[src/rtl/bmf_pkg.sv]
// ----------------------------------------------------------------------------
// bmf_pkg
// Shared sizes, register codes and helpers of the box mean filter.
// ----------------------------------------------------------------------------
package bmf_pkg;

  localparam int MAX_WIDTH   = 1024;
  localparam int MAX_RADIUS  = 4;
  localparam int MAX_HEIGHT  = 1024;
  localparam int SIDE_MAX    = 2 * MAX_RADIUS + 1;
  localparam int STORE_DEPTH = SIDE_MAX * MAX_WIDTH;

  localparam int PIX_W     = 8;
  localparam int DIM_W     = 11;
  localparam int RAD_W     = 3;
  localparam int CFG_IDX_W = 2;
  localparam int ADDR_W    = $clog2(STORE_DEPTH);
  localparam int COL_W     = $clog2(MAX_WIDTH);
  localparam int ROW_W     = $clog2(MAX_HEIGHT);
  localparam int SIDE_W    = $clog2(SIDE_MAX + 1);
  localparam int AREA_W    = $clog2(SIDE_MAX * SIDE_MAX + 1);
  localparam int SUM_W     = $clog2(SIDE_MAX * SIDE_MAX * ((1 << PIX_W) - 1) + 1);

  localparam logic [CFG_IDX_W-1:0] REG_WIDTH  = 2'd0;
  localparam logic [CFG_IDX_W-1:0] REG_HEIGHT = 2'd1;
  localparam logic [CFG_IDX_W-1:0] REG_RADIUS = 2'd2;

  localparam logic [DIM_W-1:0] WIDTH_RESET  = 11'd20;
  localparam logic [DIM_W-1:0] HEIGHT_RESET = 11'd20;
  localparam logic [RAD_W-1:0] RADIUS_RESET = 3'd1;

  // Window read request: newest row slot, newest column, window side.
  typedef struct packed {
    logic [SIDE_W-1:0] slot;
    logic [COL_W-1:0]  col;
    logic [SIDE_W-1:0] side;
  } win_req_t;

  function automatic logic [ADDR_W-1:0] store_addr(input logic [SIDE_W-1:0] slot,
                                                   input logic [COL_W-1:0] col);
    store_addr = ADDR_W'(slot) * ADDR_W'(MAX_WIDTH) + ADDR_W'(col);
  endfunction

endpackage

[src/rtl/bmf_divider.sv]
// ----------------------------------------------------------------------------
// bmf_divider
// Restoring divider, one quotient bit a cycle.
// ----------------------------------------------------------------------------
module bmf_divider import bmf_pkg::*; (
  input  logic              clk,
  input  logic              rst,
  input  logic              start,
  input  logic [SUM_W-1:0]  dividend,
  input  logic [AREA_W-1:0] divisor,
  output logic              done,
  output logic [PIX_W-1:0]  quotient
);

  localparam int CNT_W = $clog2(SUM_W + 1);

  logic              busy;
  logic [CNT_W-1:0]  count;
  logic [SUM_W-1:0]  dvd;
  logic [SUM_W-1:0]  quo;
  logic [AREA_W-1:0] rem;
  logic [AREA_W-1:0] dvs;
  logic [AREA_W:0]   trial;
  logic              fits;

  assign trial    = {rem, dvd[SUM_W-1]};
  assign fits     = (trial >= {1'b0, dvs});
  assign quotient = quo[PIX_W-1:0];

  always_ff @(posedge clk) begin
    if (rst) begin
      busy <= 1'b0;
      done <= 1'b0;
    end else begin
      done <= busy && (count == CNT_W'(1));
      if (start) begin
        busy <= 1'b1;
      end else if (busy && (count == CNT_W'(1))) begin
        busy <= 1'b0;
      end
    end
  end

  always_ff @(posedge clk) begin
    if (start) begin
      count <= CNT_W'(SUM_W);
      dvd   <= dividend;
      dvs   <= divisor;
      rem   <= '0;
      quo   <= '0;
    end else if (busy) begin
      count <= count - CNT_W'(1);
      dvd   <= {dvd[SUM_W-2:0], 1'b0};
      quo   <= {quo[SUM_W-2:0], fits};
      rem   <= fits ? AREA_W'(trial - {1'b0, dvs}) : trial[AREA_W-1:0];
    end
  end

endmodule

[config.mk]
export PLATFORM = sky130hd
export DESIGN_NAME = bmf_divider
export DESIGN_NICKNAME = d
export VERILOG_FILES = /design/src/rtl/bmf_pkg.sv /design/src/rtl/bmf_divider.sv
export SDC_FILE = /design/constraint.sdc
export NUM_CORES = 1
export LEC_CHECK = 0
export BUFFER_PORTS_ARGS = -buffer_cell sky130_fd_sc_hd__buf_2
export CORE_UTILIZATION = 45
export CTS_CLUSTER_DIAMETER = 120
export DETAILED_ROUTE_END_ITERATION = 10
export GPL_TIMING_DRIVEN = 0
export PLACE_DENSITY = 0.65
export SYNTH_ARGS = -nofsm -noshare
export SYNTH_HDL_FRONTEND = slang
export SYNTH_SLANG_ARGS = --single-unit
[constraint.sdc]
create_clock -name clk -period 2.3 [get_ports clk]
set_input_delay 0 -clock clk [delete_from_list [all_inputs] [get_ports clk]]
set_output_delay 0 -clock clk [all_outputs]
set_load 0.005 [all_outputs]
# Word-level counts from Yosys, hierarchy flattened
# Cells that the tools add are included.
word_totals:
  reg_bits: 43
  out_inout_bits: 9
  wordCells: 19
classes:
  n_addsub: 2
  n_lt_le_gt_ge: 1
  n_eq_ne: 1
  muxes: 5
  reduce_logical: 3
op_table:
  columns: ["cell", "count"]
  rows:
  - ["$mux 15", 2]
  - ["$ge 8x7->1", 1]
  - ["$mux 7", 1]
  - ["$sub 7x7->7", 1]
  - ["$eq 4x1->1 const B", 1]
  - ["$reduce_bool 2->1", 2]
  - ["$sub 4x1->4 const B", 1]
  - ["$mux 1", 2]
  - ["$logic_and 1x1->1", 1]

# Longest topological paths before layout
# Gate-level depths: netlist of run 1.
logic_depth:
  depth_word: 4
  ltp_mapped: 9
  mapped_depth_nobuf: 8

# Worst setup path after synthesis of run 1
# OpenSTA, ideal clock, no wires.
synth_path:
  path_kind: "reg-to-reg"
  start: "register dvd[14]"
  end: "register rem[0]"
  setup_time_ns: 0.127
  arrival_time_ns: 1.896
  t_required_ns: 2.173
  path_slack_ns: 0.277
  stages_incl_launch_ff: 9
  period_less_slack_ns: 2.023
  path_cell_list: "edfxtp_1 inv_1 ha_1 fa_1 nand2b_1 a211oi_2 nor3_2 and4_1 or3_1"
synth_between:
  elab_chain_len: 2
  word_cells_on_any_way: 3
  cone_classes: "add/sub: 1; order compare: 1; mux: 1"
synth_rtl:
  columns: ["item", "line", "text"]
  rows:
  - ["start: declaration", "bmf_divider.sv:19", "logic [SUM_W-1:0] dvd;"]
  - ["start signal: assignment", "bmf_divider.sv:47", "dvd <= dividend;"]
  - ["start signal: assignment", "bmf_divider.sv:53", "dvd <= {dvd[SUM_W-2:0], 1'b0};"]
  - ["$sub 7x7->7 / $ge 8x7->1 (equally long branches)", "bmf_divider.sv:55, bmf_divider.sv:27", null]
  - ["$mux 7 *", "bmf_divider.sv:55", "rem <= fits ? AREA_W'(trial - {1'b0, dvs}) : trial[AREA_W-1:0];"]
  - ["end signal: assignment", "bmf_divider.sv:55", null]
  - ["end: declaration", "bmf_divider.sv:21", "logic [AREA_W-1:0] rem;"]
# Mark *: on every way between the ends. The rest lies on a longest branch, timed or not.
# A chain may end at the register's enable or synchronous reset.

# Worst setup path in the final report of run 1
layout_path:
  start: "register dvd[14]"
  end: "register rem[6]"
# Same word-level chain as after synthesis.

==> results.toml, run 1 <==
[status]
outcome = "completed"

[setup_path]
regToRegStartpoint = "dvd[14]$_DFFE_PP_"
startpoint_type = "flip-flop"
setup.worst_path.end_class = "flip-flop"
cp_data_required_time_ns = 2.51
timing.critical_path.arrival_ns = 2.35
slowest_delay_ns = 0.37
cp_launch_point = "dvd[14]$_DFFE_PP_"
critical_path.cell_chain = "inv_1 > ha_1 > fa_2 > nand2b_4 > a211oi_2 > nor3_2 > buf_6 > a31o_1 > a311oi_1"
slowest_stage = "edfxtp_1"
critical_path.top_delay_family = "compound AO/OA/AOI/OAI gates"
path_class = "reg -> reg"
critical_path_buf_inv_count = 2
critical_path.max_fanout = 10

[finish]
final_core_utilization_pct = 57.1
area_growth_syn_to_layout_pct = 21.5
final_design_area_no_fill_um2 = 2480
diodes = 0
nets = 269
drive_above_1_share_pct = 25.1
nFillCells = 380

[place]
dpl.hpwl_mm = 2.68
port_buffers = 33
placedInstanceArea_um2 = 2270
pre_cts_ws_ns = 0.123
gpl.final_weighted_congestion = 0.693

[synthesis]
yosysTopAreaCell = "edfxtp_1"
synth_top_area_share_pct = 32.3
synthesis.area_per_instance_um2 = 11.2
mapped_area_um2 = 2040
synth.distinct_cells = 36
synth_warnings = 0
cell_with_the_most_instances_after_synthesis = "edfxtp_1"
async_flop_share_pct = 0
synth-main-ff-cell = "edfxtp_1"
synth_fp_nets = 217
synth_seq_area_share_pct = 52.9
ys_top_cells_by_count = "22 x edfxtp_1, 21 x dfxtp_1, 21 x nor2_1"
synth-edff-count = 22
synthCells = 182
postSynthRegisterBits = 43
synth_area_leaders = "edfxtp_1 32%, dfxtp_1 21%, mux2_2 7.7%"

[sta]
period_needed_ns = 2.15
grt_setup_unrepaired = "no"
final_min_period_over_clock_period_pct = 93.3
fin_worst_skew_ns = 0.00831
setup_slack_ns = 0.154
hold_viol = 0
finalMaxSlewViolations = 0
tightestPinTransition_ns = 0.652
final-setup-viol-count = 0
setup_tns_ns = 0
maxSlewHeadroom_pct = 56.5
fmax_ghz = 0.466

[routing]
drt.antenna.violating_nets = 0
route.detailed.wl_per_inst_um = 13.4
routed_via_density = 5.17
drc = 0
pre_repair_dr_iteration_count = 4
wl_mm = 3.84
detail_route.iter0.violations = 46
vias = 1483

[power]
power_per_cell_area_nw_per_um2 = 686
max-vdd-ir-drop_v = 0.000433
leakagePower_nw = 1.04

[clock_tree]
clock_path_buffers = 2
clk_pin_slew_worst_paths_ns = 0.08
cts_setup_buffers = 0
clk_latency_ns = 0.29
h-tree-depth = 2
numClockSinks = 43
master_cell_of_the_clock_root_buffer = "clkbuf_8"
cts_tree = "done"
total_cts_buffers = 5

[floorplanning]
initial_utilization_pct = 47.0
die-area_um2 = 4820
die_boundary_height_um = 69.4
io_pins = 34
core.rowCount = 24
die-width_um = 69.4
core-area_um2 = 4350

[global_routing]
antenna_found_initial = 0
grt_max_degree = 16
gr-usage-all-layers_pct = 16.8
first_global_vias = 1382
global_route.overflow_total = 0
wire_length_of_the_first_global_routing_pass_mm = 6.34

[run]
maxCapViolCount = 0

[hold_path]
hp-start = "dividend[9]"
holdCritPathClass = "in -> reg"
-- metal layers --
metal	up-vias	track usage (%)	part of all wire (%)
met5	-	0	0
met4	0	6.35	2.3
met3	7	4.22	3.3
met2	31	26.5	47
met1	693	22.4	47
li1	752	-	-
-- final timing paths --
path / endpoint / slack [ns] / cells after the start
hold / removal: dvd[9]$_DFFE_PP_ / 0.007 / 2
hold reg to reg: count[3]$_SDFFE_PP1P_ / 0.49 / 2
setup reg to reg: rem[6]$_SDFFE_PP0P_ / 0.15 / 9
setup / recovery: rem[6]$_SDFFE_PP0P_ / 0.15 / 9
-- registers in the layout (all words and copies together) (netlist names) --
name,cells
done,1
rem,7
busy,1
dvs,7
count,4
dvd,15
quo,8
-- cell usage in the layout (no fill, tap or decap), types with 9 or more instances in the layout --
| master | netlist | routed |
|---|---|---|
| edfxtp_1 | 22 | 22 |
| mux2_2 | 14 | 14 |
| dfxtp_1 | 21 | 21 |
| nand2_1 | 10 | 10 |
| nor2_1 | 21 | 21 |
| ha_1 | 9 | 9 |
| buf_2 | 0 | 33 |
| mux2i_1 | 12 | 12 |
| dlygate4sd3_1 | 0 | 12 |
| inv_1 | 11 | 11 |
-- what timing repair did --
| item | 4_1_cts | 5_1_grt |
|---|---|---|
| gates resized for setup | 0 | 2 |
| hold endpoints to repair | 11 | 2 |
| hold buffers | 10 | 2 |
| setup endpoints to repair | 0 | 2 |
-- cell type report --
| cell class | instances | area [µm²] | area share [%] |
|---|---|---|---|
| inverter | 12 | 45.0 | 1.81 |
| timing repair buffer | 45 | 285 | 11.5 |
| tap | 52 | 65.1 | 2.62 |
| buffer | 7 | 33.8 | 1.36 |
| sequential | 43 | 1080 | 43.5 |
| clock buffer | 8 | 80.1 | 3.22 |
| multi-input combinational | 120 | 895 | 36.0 |
-- logic make-up after synthesis --
group           share of synthesized area (%)
simple gates                             13.0
flops                                    52.9
mux                                      13.6
compound gates                           8.08
buf+inv                                  3.86
fa+ha+maj                                6.49
xor+xnor                                 2.14
-- where the power goes --
| group | total, mW | leakage, nW | switching (mW) | internal (mW) |
|---|---|---|---|---|
| Combinational | 0.346 | 0.611 | 0.179 | 0.167 |
| Sequential | 0.900 | 0.392 | 0.0286 | 0.872 |
| Clock | 0.457 | 0.0395 | 0.241 | 0.216 |
-- through the flow --
step                hold WS [ns]  cells  power, mW
finish                   0.00732    287       1.70
global route            0.000673    287       1.80
CTS                      0.00181    285       1.70
detailed placement         0.174    267       1.24
global placement           0.178    267       1.24
floorplan                 0.0691    182       1.15
Note: power is estimated with default switching activity, not from simulation.
==> run 2: changes to the inputs <==
--- a/config.mk
+++ b/config.mk
@@ -11,6 +11,8 @@
 export DETAILED_ROUTE_END_ITERATION = 10
 export GPL_TIMING_DRIVEN = 0
 export PLACE_DENSITY = 0.65
+export REMOVE_ABC_BUFFERS = 1
 export SYNTH_ARGS = -nofsm -noshare
 export SYNTH_HDL_FRONTEND = slang
 export SYNTH_SLANG_ARGS = --single-unit
+export TNS_END_PERCENT = 20
==> results.toml, run 2 (same netlist as run 1, synthesis figures left out) <==
[routing]
top_metal_used = "met4"
dr_wl_met2_mm = 1.83
drt.antenna.violating_nets = 0
route.detailed.wl_per_inst_um = 13.0
pre_repair_dr_iteration_count = 4
drc = 0
wirelength_met1_mm = 1.71
vias = 1487
routed_via_density = 5.18
wl_mm = 3.73
met3WireLength_um = 143
detail_route.iter0.violations = 66

[sta]
hold_viol = 0
fin_worst_skew_ns = 0.00459
setup_slack_ns = 0.105
maxSlewHeadroom_pct = 18.3
period_needed_ns = 2.19
final_min_period_over_clock_period_pct = 95.4
fmax_ghz = 0.456
tightestPinTransition_ns = 1.22
finalMaxSlewViolations = 0
final-setup-viol-count = 0

[clock_tree]
h-tree-depth = 2
numClockSinks = 43
cts_tree = "done"
clk_pin_slew_worst_paths_ns = 0.08
total_cts_buffers = 5
clock_path_buffers = 2
master_cell_of_the_clock_root_buffer = "clkbuf_8"
clk_latency_ns = 0.29

[floorplanning]
die-width_um = 69.4
die_boundary_height_um = 69.4
die-area_um2 = 4820
core.rowCount = 24
io_pins = 34
initial_utilization_pct = 47.0
core-area_um2 = 4350

[finish]
register_ranked_first_by_flip_flop_count = "dvd"
area_growth_syn_to_layout_pct = 24.0
layout.cells.most_common_list = "33 x buf_2, 22 x edfxtp_1, 21 x nor2_1, 21 x dfxtp_1, 15 x dlygate4sd3_1"
layout.cells.most_common = "buf_2"
reg_top3 = "dvd: 15 flops, quo: 8 flops"
diodes = 0
nets = 269
largest_reg_flops = 15
drive_above_1_share_pct = 27.7

[setup_path]
regToRegStartpoint = "dvd[14]$_DFFE_PP_"
critical_path_buf_inv_count = 2
timing.critical_path.arrival_ns = 2.38
critical_path.top_delay_family = "simple AND/OR/NAND/NOR gates"
slowest_delay_ns = 0.38
critical_path.cell_chain = "inv_1 > ha_1 > fa_2 > nand2b_4 > a211oi_4 > nor3_4 > buf_4 > nor3_1 > or3_1"
timing.reg2reg.setup_slack_ns = 0.11
slowest_stage = "edfxtp_1"
path_class = "reg -> reg"
setup.worst_path.end_class = "flip-flop"
rr_worst_depth = 9
cp_data_required_time_ns = 2.48
critical_path.reg2reg.endpoint = "rem[0]$_SDFFE_PP0P_"
startpoint_type = "flip-flop"
critical_path.max_fanout = 7

[global_routing]
antenna_found_initial = 0
wire_length_of_the_first_global_routing_pass_mm = 6.10
grt_max_degree = 39
global_route.overflow_total = 0
gr-usage-all-layers_pct = 15.9
first_global_vias = 1451

[place]
port_buffers = 33
gpl.final_weighted_congestion = 0.838
dpl.hpwl_mm = 2.46
pre_cts_ws_ns = -0.120

[run]
maxCapViolCount = 0

[power]
leakagePower_nw = 1.07
post-layout-total-power_mw = 1.73
max-vdd-ir-drop_v = 0.000414
power_per_cell_area_nw_per_um2 = 682

[hold_path]
holdCritPathClass = "in -> reg"
hp-start = "dividend[6]"
hold_path_sink = "dvd[6]$_DFFE_PP_"
worstHoldPathCells = 2

[status]
outcome = "completed"
run 2: report_power, final:
part           leakage [nW]  switching [mW]  internal, mW  total (mW)
logic                 0.633           0.176         0.181       0.357
registers             0.392          0.0391         0.872       0.911
clock network        0.0412           0.250         0.212       0.462
total                  1.07           0.465          1.26        1.73
run 2: cell type report:
cell class	instances	area [µm²]
Inverter	12	45.0
Clock buffer	6	72.6
Tap cell	52	65.1
Fill cell	381	1820
Clock inverter	2	12.5
Multi-Input combinational cell	120	913
Sequential cell	43	1080
Timing Repair Buffer	52	345
run 2: worst reg2reg max path, cell delays in order (launching register included):
cell	delay, ns
edfxtp_1	0.38
inv_1	0.07
ha_1	0.17
fa_2	0.22
nand2b_4	0.15
a211oi_4	0.07
nor3_4	0.38
buf_4	0.23
nor3_1	0.05
or3_1	0.36
run 2: what timing repair did:
action                                  in CTS  in global routing
hold buffers                                13                  2
endpoints found under the hold margin       14                  2
endpoints found under the setup margin       6                  3
buffers inserted                             0                  4
pin swaps                                    0                  2
resized for setup                            1                  6
run 2: stage by stage:
| step | hold WS [ns] | std cells | utilization, % | area [µm²] | TNS [ns] |
|---|---|---|---|---|---|
| after floorplan | 0.0691 | 175 | - | 2010 | 0 |
| after global placement | 0.177 | 260 | 51.5 | 2240 | -0.0966 |
| after detailed placement | 0.179 | 260 | 51.5 | 2240 | -0.307 |
| after CTS | 0.000192 | 281 | 56.6 | 2460 | 0 |
| after global routing | 0.00231 | 287 | 58.2 | 2530 | -0.0723 |
| final | 0.00905 | 287 | 58.2 | 2530 | 0 |
run 2: worst max path at each step:
stage                     cells past startpoint             endpoint               from
final                                         9  rem[0]$_SDFFE_PP0P_  dvd[14]$_DFFE_PP_
after global routing                          9  rem[0]$_SDFFE_PP0P_  dvd[14]$_DFFE_PP_
after CTS                                     8  rem[0]$_SDFFE_PP0P_  dvd[14]$_DFFE_PP_
after detailed placement                      7  rem[0]$_SDFFE_PP0P_   dvs[6]$_DFFE_PP_
after global placement                        7  rem[0]$_SDFFE_PP0P_   dvs[6]$_DFFE_PP_
after floorplan                               8  rem[0]$_SDFFE_PP0P_  dvd[14]$_DFFE_PP_
run 2: metal layers:
metal,vias up,GRT usage (%)
li1,749,-
met1,706,18.1
met2,27,27.7
met3,5,4.80
met4,0,6.12
met5,-,0
