===== src/rtl/bmf_pkg.sv =====
// ----------------------------------------------------------------------------
// bmf_pkg
// Shared sizes, register codes and helpers of the box mean filter.
// ----------------------------------------------------------------------------
package bmf_pkg;

  localparam int MAX_WIDTH   = 1024;
  localparam int MAX_RADIUS  = 4;
  localparam int MAX_HEIGHT  = 1024;
  localparam int SIDE_MAX    = 2 * MAX_RADIUS + 1;
  localparam int STORE_DEPTH = SIDE_MAX * MAX_WIDTH;

  localparam int PIX_W     = 8;
  localparam int DIM_W     = 11;
  localparam int RAD_W     = 3;
  localparam int CFG_IDX_W = 2;
  localparam int ADDR_W    = $clog2(STORE_DEPTH);
  localparam int COL_W     = $clog2(MAX_WIDTH);
  localparam int ROW_W     = $clog2(MAX_HEIGHT);
  localparam int SIDE_W    = $clog2(SIDE_MAX + 1);
  localparam int AREA_W    = $clog2(SIDE_MAX * SIDE_MAX + 1);
  localparam int SUM_W     = $clog2(SIDE_MAX * SIDE_MAX * ((1 << PIX_W) - 1) + 1);

  localparam logic [CFG_IDX_W-1:0] REG_WIDTH  = 2'd0;
  localparam logic [CFG_IDX_W-1:0] REG_HEIGHT = 2'd1;
  localparam logic [CFG_IDX_W-1:0] REG_RADIUS = 2'd2;

  localparam logic [DIM_W-1:0] WIDTH_RESET  = 11'd20;
  localparam logic [DIM_W-1:0] HEIGHT_RESET = 11'd20;
  localparam logic [RAD_W-1:0] RADIUS_RESET = 3'd1;

  // Window read request: newest row slot, newest column, window side.
  typedef struct packed {
    logic [SIDE_W-1:0] slot;
    logic [COL_W-1:0]  col;
    logic [SIDE_W-1:0] side;
  } win_req_t;

  function automatic logic [ADDR_W-1:0] store_addr(input logic [SIDE_W-1:0] slot,
                                                   input logic [COL_W-1:0] col);
    store_addr = ADDR_W'(slot) * ADDR_W'(MAX_WIDTH) + ADDR_W'(col);
  endfunction

endpackage


===== src/rtl/bmf_window_sum.sv =====
// ----------------------------------------------------------------------------
// bmf_window_sum
// Walks the square window through the row store, one read a cycle, and
// accumulates the pixels with a single adder.
// ----------------------------------------------------------------------------
module bmf_window_sum import bmf_pkg::*; (
  input  logic              clk,
  input  logic              rst,
  input  logic              start,
  input  win_req_t          req,
  output logic              rd_en,
  output logic [ADDR_W-1:0] rd_addr,
  input  logic [PIX_W-1:0]  rd_data,
  output logic              done,
  output logic [SUM_W-1:0]  sum
);

  logic              issuing;
  logic              data_vld;
  logic              data_last;
  logic [SIDE_W-1:0] slot_w;
  logic [COL_W-1:0]  col_w;
  logic [COL_W-1:0]  col_base;
  logic [SIDE_W-1:0] side_q;
  logic [SIDE_W-1:0] dx;
  logic [SIDE_W-1:0] dy;
  logic              row_end;
  logic              last_issue;
  logic [SIDE_W-1:0] side_last;

  assign side_last  = side_q - SIDE_W'(1);
  assign row_end    = (dx == side_last);
  assign last_issue = row_end && (dy == side_last);
  assign rd_en      = issuing;
  assign rd_addr    = store_addr(slot_w, col_w);

  always_ff @(posedge clk) begin
    if (rst) begin
      issuing   <= 1'b0;
      data_vld  <= 1'b0;
      data_last <= 1'b0;
      done      <= 1'b0;
    end else begin
      data_vld  <= issuing;
      data_last <= issuing && last_issue;
      done      <= data_last;
      if (start) begin
        issuing <= 1'b1;
      end else if (issuing && last_issue) begin
        issuing <= 1'b0;
      end
    end
  end

  always_ff @(posedge clk) begin
    if (start) begin
      slot_w   <= req.slot;
      col_w    <= req.col;
      col_base <= req.col;
      side_q   <= req.side;
      dx       <= '0;
      dy       <= '0;
    end else if (issuing) begin
      if (row_end) begin
        // next older row: step the slot back with wrap
        dx     <= '0;
        dy     <= dy + SIDE_W'(1);
        col_w  <= col_base;
        slot_w <= (slot_w == '0) ? side_last : slot_w - SIDE_W'(1);
      end else begin
        dx    <= dx + SIDE_W'(1);
        col_w <= col_w - COL_W'(1);
      end
    end
  end

  always_ff @(posedge clk) begin
    if (start) begin
      sum <= '0;
    end else if (data_vld) begin
      sum <= sum + SUM_W'(rd_data);
    end
  end

endmodule


===== config.mk =====
export PLATFORM = sky130hd
export DESIGN_NAME = bmf_window_sum
export DESIGN_NICKNAME = d
export VERILOG_FILES = /design/src/rtl/bmf_pkg.sv /design/src/rtl/bmf_window_sum.sv
export SDC_FILE = /design/constraint.sdc
export NUM_CORES = 1
export LEC_CHECK = 0
export BUFFER_PORTS_ARGS = -buffer_cell sky130_fd_sc_hd__buf_2
export CORE_UTILIZATION = 42
export CTS_CLUSTER_SIZE = 10
export DETAILED_ROUTE_END_ITERATION = 12
export RECOVER_POWER = 50
export SLEW_MARGIN = 30
export SYNTH_ARGS = -nofsm -noshare
export SYNTH_HDL_FRONTEND = slang
export SYNTH_SLANG_ARGS = --single-unit

===== constraint.sdc =====
create_clock -name clk -period 2.75 [get_ports clk]
set_clock_uncertainty 0.1 [all_clocks]
set_input_delay 0.275 -clock clk [delete_from_list [all_inputs] [get_ports clk]]
set_output_delay 0.275 -clock clk [all_outputs]
set_load 0.01 [all_outputs]

Word-level counts from Yosys, hierarchy flattened
Cells that the tools add are included.
Word-level totals
  bits in registers: 55
  word-level logic and storage cells: 38
Cells by class
  multiplexer cells: 10
  add/subtract/negate cells: 7
  equal/unequal tests: 2
  reductions and logical operators: 8
Operators by type and width (count)
  $mux W10: 3
  $mux W4: 5
  $add A15 B8 Y15: 1
  $add A14 B10 Y14: 1
  $sub A10 B1 Y10 const B: 1
  $add A4 B1 Y4 const B: 2
  $eq A4 B4 Y1: 2
  $sub A4 B1 Y4 const B: 2
  $reduce_bool A2 Y1: 3
  $logic_not A4 Y1: 1
  $reduce_and A2 Y1: 2
  $logic_and A1 B1 Y1: 2
  $mux W1: 2

Depth between registers and ports, before layout
Gate-level depths: netlist of run 1.
  word-level depth: 6
  mapped depth: 8
  gate-level depth less buffers: 8

Worst setup path before layout of run 1
No wires, ideal clock.
  path kind: register to register
  start point: register side_q[0]
  end point: register slot_w[0] (enable)
  cell stages (with the launch flop): 9
  arrival: 1.753 ns
  library setup time: 0.307 ns
  required time: 2.343 ns
  path slack: 0.589 ns
  cell sequence: edfxtp_1 > inv_1 > ha_1 > xnor2_2 > xnor2_1 > nor4_2 > buf_4 > nand2_4 > nand2_1
Between the ends
  longest elaborated chain between the ends: 4
Ends and longest elaborated chain
  start: declaration: RTL line bmf_window_sum.sv:24  | logic [SIDE_W-1:0] side_q;
  start signal: assignment: RTL line bmf_window_sum.sv:60  | side_q <= req.side;
  $sub A4 B1 Y4: RTL line bmf_window_sum.sv:31  | assign side_last = side_q - SIDE_W'(1);
  $eq A4 B4 Y1: RTL line bmf_window_sum.sv:32  | assign row_end = (dx == side_last);
  $reduce_bool A2 Y1 (no line)
  $reduce_and A2 Y1 (no line)
  end signal: assignment: RTL line bmf_window_sum.sv:57  | slot_w <= req.slot;
  end signal: assignment: RTL line bmf_window_sum.sv:69  | slot_w <= (slot_w == '0) ? side_last : slot_w - SIDE_W'(1);
  end: declaration: RTL line bmf_window_sum.sv:21  | logic [SIDE_W-1:0] slot_w;
Every way passes these cells.
A chain may end at the register's enable or synchronous reset.

Worst setup path in the final report of run 1
  start point: register side_q[0]
  end point: register col_w[2] (data pin)
Between the ends
  longest elaborated chain between the ends: 5
Ends and longest elaborated chain
  $sub A4 B1 Y4: RTL line bmf_window_sum.sv:31
  $eq A4 B4 Y1: RTL line bmf_window_sum.sv:32
  $mux W10: RTL line bmf_window_sum.sv:64  | if (row_end) begin
  $mux W10: RTL line bmf_window_sum.sv:63  | end else if (issuing) begin
  $mux W10: RTL line bmf_window_sum.sv:56  | if (start) begin
  end signal: assignment: RTL line bmf_window_sum.sv:58  | col_w <= req.col;
  end signal: assignment: RTL line bmf_window_sum.sv:68  | col_w <= col_base;
  end signal: assignment: RTL line bmf_window_sum.sv:72  | col_w <= col_w - COL_W'(1);
  end: declaration: RTL line bmf_window_sum.sv:22  | logic [COL_W-1:0] col_w;
Every way passes these cells. The select of a mux whose other input is x is not followed.

==> impl_metrics.tcl, run 1 <==
set metrics [dict create \
    start_util_pct 43.64 \
    p_sw_share_pct 29.05 \
    drtIter0Drc 83 \
    p_leak_uw 0.001363 \
    synthCells 298 \
    post-cts-setup-buffers 0 \
    synth.avg_cell_area_um2 10.01 \
    die_h_um 86.26 \
    synthArstFlopShare_pct 0 \
    period_share_pct 89.57 \
    grt_overflow 0 \
    row_count 30 \
    endpoint_kind "register" \
    p_seq_share_pct 55.3 \
    cts-buffers-inserted 5 \
    setup_viol 0 \
    htree_levels 2 \
    final_nets 402 \
    n_fill_cell 703 \
    dr.pass1.iters 5 \
    holdBufCountCts 0 \
    report.power.total_uw 1781 \
    final.min_clock_period_ps 2463 \
    core_area_um2 6832 \
    p_int_uw 1264 \
    syn2layout_area_growth_pct 15.61 \
    synth_ff_type "edfxtp_1" \
    power_density_nw_per_um2 516.8 \
    status "complete, but fails checks" \
    multi_input_area_um2 1506 \
    dpl-instance-area_um2 3401 \
    worst_ep_required_time_ps 2690 \
    synth_area_leader_cell "edfxtp_1" \
    port_buffers 59 \
    p_comb_share_pct 18.8 \
    path_max_fanout 17 \
    die-area_um2 7440 \
    synth.top_cell.area_share_pct 28.20 \
    cts-root-buf "clkbuf_8" \
    min_from "req[3]" \
    grt_pass1_wl_um 9777 \
    clock-sinks 55 \
    drc 0 \
    synth_edf_count 28 \
    final_cell_mix "34 x clkbuf_1, 31 x nand2_1, 28 x edfxtp_1" \
    clockPowerShare_pct 25.9 \
    num_antenna_cells 0 \
    antenna_found_initial 0 \
    wire_per_inst_um 12.95 \
    hpwl_um 4316 \
    hold_path.class "in -> reg" \
    ys_top_cells_by_area "edfxtp_1 28%, dfxtp_1 18%, ha_1 5.5%, mux2i_1 5.4%, nand2_1 3.9%" \
    worstPathArrival_ps 2400 \
    seq_area_frac_synth_pct 46.33 \
    fin_tns_setup_ps 0 \
    worstMarginPinSlew_ps 1610 \
    drv_cap 1 \
    path_clk_slew_ps 100 \
    synth_cell_types 53 \
    crit_path_start "side_q[0]" \
    clkLatencyLatePin_ps 310 \
    crit_type "reg -> reg" \
    cts_tree "yes" \
    rrSetupSlack_ps 290 \
    rr_startpoint "side_q[0]" \
    cts_resized 0 \
    cts_max_path_buffers 2 \
    preCtsSetupSlack_ps 276.0 \
    fp.dieW_um 86.26 \
    syn_nets 341 \
    grt_pass1_vias 2132 \
    holdWs_ps 40.19 \
    slew_headroom_pct -7.360 \
    io_pins 60 \
    viasPerCell 5.031 \
    ys_ff_latch 55 \
    area.sequential_um2 1381 \
    antenna_left 0 \
    drv_slew 39 \
    gp_congestion 0.8069 \
    mostFrequentLayoutCell "clkbuf_1" \
    wl_um 5904 \
    rsz0062_at_grt "no" \
    yosys_warnings 0 \
    finalHoldViolations 0 \
    num_vias 2294 \
    drive_gt1_share_pct 14.17 \
    vdd_drop_max_uv 219.7 \
    violations "capacitance limit, slew limit" \
    start_kind "register" \
    grtUsageTotal_pct 16.68 \
    grt_max_degree 39 \
    power_switching_uw 517.5 \
    setup_ws_ps 286.9 \
    fin_area_um2 3447 \
    syn_area_um2 2982 \
    max_freq_ghz 0.4060 \
]
-- final timing paths --
check / cells past startpoint / end
worst min register to register: 1 / done
worst max register to register: 8 / col_w[2]
worst min-delay path: 1 / side_q[3]
worst max-delay path: 8 / col_w[2]
-- cells in the mapped netlist (2+ instances only) --
library cell,instances
nor4_1,2
o21ai_0,21
nand2_1,31
nand3_1,4
xor2_1,8
edfxtp_1,28
and3_1,4
mux2i_1,16
and4_1,2
or3_1,2
nor2b_1,10
nand2b_1,2
or4_1,3
inv_1,16
nand3b_1,2
a211oi_1,5
xnor2_1,12
nor2_1,27
nor3_1,3
mux2_1,2
a21oi_1,13
ha_1,13
mux2_2,7
clkbuf_1,7
o21bai_1,2
o31ai_1,2
dfxtp_1,27
nor3b_1,2
-- kinds of logic after synthesis --
kind of cell / after synthesis / share of synthesized area [%]
and+or+nand+nor: 101 / 17.20
AOI/OAI and AO/OA: 56 / 11.71
DFF: 55 / 46.33
buffers and inverters: 26 / 3.441
muxes: 25 / 8.770
xor gates and xnor gates: 21 / 6.421
adders and majority gates: 14 / 6.127
-- registers in the layout (all words and copies together) (netlist names) --
register and count:
col_base 10, slot_w 4, col_w 10, dx 4
dy 4, side_q 4, done 1, rd_en 1
data_vld 1, sum 15, data_last 1
-- per-stage QoR --
step           std cells  utilization, %
2_1_floorplan        298               -
3_3_place_gp         448           49.78
3_5_place_dp         448           49.78
4_1_cts              456           51.12
5_1_grt              456           50.46
6_report             456           50.46
-- cell type report --
type / instances / share of cell area [%]
sequential: 55 / 40.07
inverter: 16 / 1.742
multi-input combinational: 217 / 43.70
clock buffer: 5 / 1.996
clock inverter: 3 / 0.6534
tap: 96 / 3.485
timing repair buffer: 64 / 8.348
-- critical path, cell delays in order, from the launching register on --
cell and delay (ps):
edfxtp_1 470, inv_1 70, ha_1 230, xnor2_2 250
xnor2_1 140, nor4_4 270, buf_4 320, mux2i_1 220
o21ai_0 120
-- per-layer routing --
metal,global-route usage [%],wire (um)
met4,4.545,27
met1,20.70,2844
met2,29.37,2807
met5,0,0
met3,3.524,225
-- power groups by stage --
| stage | logic [uW] | registers, uW | clock network (uW) |
|---|---|---|---|
| after detailed placement | 345 | 1000 | 0 |
| after CTS | 348 | 984 | 489 |
| after floorplan | 216 | 1010 | 0 |
| after global placement | 339 | 1000 | 0 |
| after global routing | 379 | 995 | 509 |
| final | 335 | 984 | 462 |
Note: power is estimated with default switching activity, not from simulation.
==> inputs of run 2 (changes only) <==
- ABC_AREA: unset -> 1
==> run 2 against run 1 <==
Highest routed layer unchanged. Count of clock-buffer cells in the layout up 1. Sequential power down 0.7%. First-iteration DRC count up 58%. Synthesized area up 6.5%. Wire length up 19%. Setup slack better by 160 ps. Global-route usage up 2.5 points. Worst hold slack worse by 0.80 ps. Non-clock buffer count down 2. Sequential cell count unchanged. Design area up 3.6%. The run now ends clean.
==> impl_metrics.tcl, run 2 <==
set metrics [dict create \
    wire_per_inst_um 12.31 \
    grt_pass1_vias 2496 \
    largestRegisters "sum: 15 flops, col_base: 10 flops, col_w: 10 flops" \
    report.power.total_uw 1791 \
    cts-root-buf "clkbuf_8" \
    die_h_um 88.94 \
    grt_overflow 0 \
    crit_path_frequent_cell "nand2_1" \
    hold_path.class "in -> reg" \
    synth.avg_cell_area_um2 7.723 \
    wl_um 7007 \
    port_buffers 59 \
    ys_ff_latch 55 \
    drive_gt1_share_pct 9.787 \
    synth_area_leader_cell "edfxtp_1" \
    die-area_um2 7909 \
    setup_viol 0 \
    syn2layout_area_growth_pct 12.53 \
    cts-buffers-inserted 5 \
    clock-sinks 55 \
    row_count 31 \
    cts_tree "yes" \
    core_area_um2 7292 \
    synth_edf_count 28 \
    largest_reg_flops 15 \
    worstPathArrival_ps 2210 \
    gp_congestion 0.7988 \
    drc 0 \
    crit_type "reg -> reg" \
    drtIter0Drc 131 \
    worst_ep_required_time_ps 2660 \
    grt_pass1_wl_um 11520 \
    max_freq_ghz 0.4343 \
    post-cts-setup-buffers 0 \
    num_vias 2747 \
    syn_nets 454 \
    dr.pass1.iters 4 \
    antenna_found_initial 0 \
    vdd_drop_max_uv 202.1 \
    clkLatencyLatePin_ps 310 \
    synth_ff_type "edfxtp_1" \
    final_nets 512 \
    grtUsageTotal_pct 19.20 \
    io_pins 60 \
    endpoint_kind "register" \
    synth.top_cell.area_share_pct 26.49 \
    drv_slew 0 \
    power_density_nw_per_um2 501.2 \
    synthArstFlopShare_pct 0 \
    htree_levels 2 \
    viasPerCell 4.828 \
    synth_cell_types 32 \
    yosys_warnings 0 \
    finalHoldViolations 0 \
    seq_area_frac_synth_pct 43.52 \
    fp.dieW_um 88.94 \
    holdBufCountCts 0 \
    path_max_fanout 16 \
    p_leak_uw 0.001599 \
    worstMarginPinSlew_ps 1316 \
    period_share_pct 83.74 \
    synthCells 411 \
    path_clk_slew_ps 90 \
    grt_max_degree 28 \
    slowest_stage "edfxtp_1" \
    hpwl_um 5167 \
    ys_top_cells_by_area "edfxtp_1 26%, dfxtp_1 17%, nand2_1 12%, nand3_1 6.8%, nor2_1 5.8%" \
    num_antenna_cells 0 \
    rsz0062_at_grt "no" \
    antenna_left 0 \
    top_register "sum" \
    cpPeakStageDelay_ps 450 \
    start_kind "register" \
    final_cell_mix "104 x nand2_1, 49 x nor2_1, 47 x inv_1" \
    yosysMostFrequentCell "nand2_1" \
    slew_headroom_pct 12.24 \
    mostFrequentLayoutCell "nand2_1" \
    synth_common_cells "104 x nand2_1, 49 x nor2_1, 47 x inv_1, 43 x nand3_1, 28 x edfxtp_1" \
    rrSetupSlack_ps 450 \
    syn_area_um2 3174 \
    cp_cell_sequence "inv_2 -> ha_1 -> inv_1 -> nand2_1 -> nand2_1 -> nand2_1 -> nor2_4 -> nand3_2 -> nand2_2" \
    fin_tns_setup_ps 0 \
    drv_cap 0 \
    status "finished clean" \
    final.min_clock_period_ps 2303 \
    cts_resized 0 \
    start_util_pct 43.53 \
    cts_max_path_buffers 2 \
]
-- run 2: final cells by class --
| cell class | instances | area, um2 |
|---|---|---|
| multi-input cells | 296 | 1530 |
| repair buffers | 62 | 267.8 |
| well taps | 99 | 123.9 |
| clock inverters | 2 | 12.51 |
| clock buffers | 6 | 72.57 |
| inverters | 49 | 183.9 |
| flip-flops and latches | 55 | 1381 |
| fillers | 798 | 3720 |
-- run 2: routing by layer --
layer,share of wire [%],vias to the layer above,routed length (um),GRT usage (%)
met5,0,-,0,0
met4,1.2,0,83,5.195
met3,4.5,6,315,4.986
met2,48,57,3332,32.94
met1,47,1226,3275,24.08
li1,-,1458,-,-
-- run 2: path summary, 6_finish.rpt --
| check | startpoint | to | depth (start not counted) |
|---|---|---|---|
| worst min register to register | data_last | done | 2 |
| worst max register to register | side_q[0] | slot_w[2] | 9 |
| worst max-delay path | side_q[0] | slot_w[2] | 9 |
| worst min-delay path | req[3] | side_q[3] | 1 |
-- run 2: power breakdown --
part | internal (uW) | total, uW | switching, uW
sequential | 928 | 977 | 48.6
clock | 179 | 444 | 266
combinational | 137 | 369 | 232
total | 1240 | 1790 | 546
-- run 2: cells by family after synthesis --
| family | count (synthesis) | share of synthesized area (%) |
|---|---|---|
| AND/OR/NAND/NOR | 234 | 33.27 |
| buffers and inverters | 60 | 8.277 |
| XOR/XNOR | 11 | 3.035 |
| flip-flops | 55 | 43.52 |
| AO/OA/AOI/OAI | 37 | 6.149 |
| adder cells (fa/ha/maj) | 14 | 5.755 |
-- run 2: per-stage QoR --
step / instance area (um2) / setup WS [ps] / utilization [%] / hold slack (ps) / cells
final: 3572 / 447.2 / 48.99 / 39.39 / 569
after global routing: 3572 / 251.6 / 48.99 / 25.45 / 569
after CTS: 3622 / 443.4 / 49.67 / 26.51 / 569
after detailed placement: 3537 / 459.0 / 48.51 / 311.6 / 561
after global placement: 3537 / 535.3 / 48.51 / 307.3 / 561
after floorplan: 3174 / 851.4 / - / 246.2 / 411
-- run 2: worst max-delay path: cells and delay by family, from the launching register on --
family,cells,cell delay [ps]
adder cells (fa/ha/maj),1,270
flip-flops,1,450
buffers and inverters,2,210
AND/OR/NAND/NOR,6,980
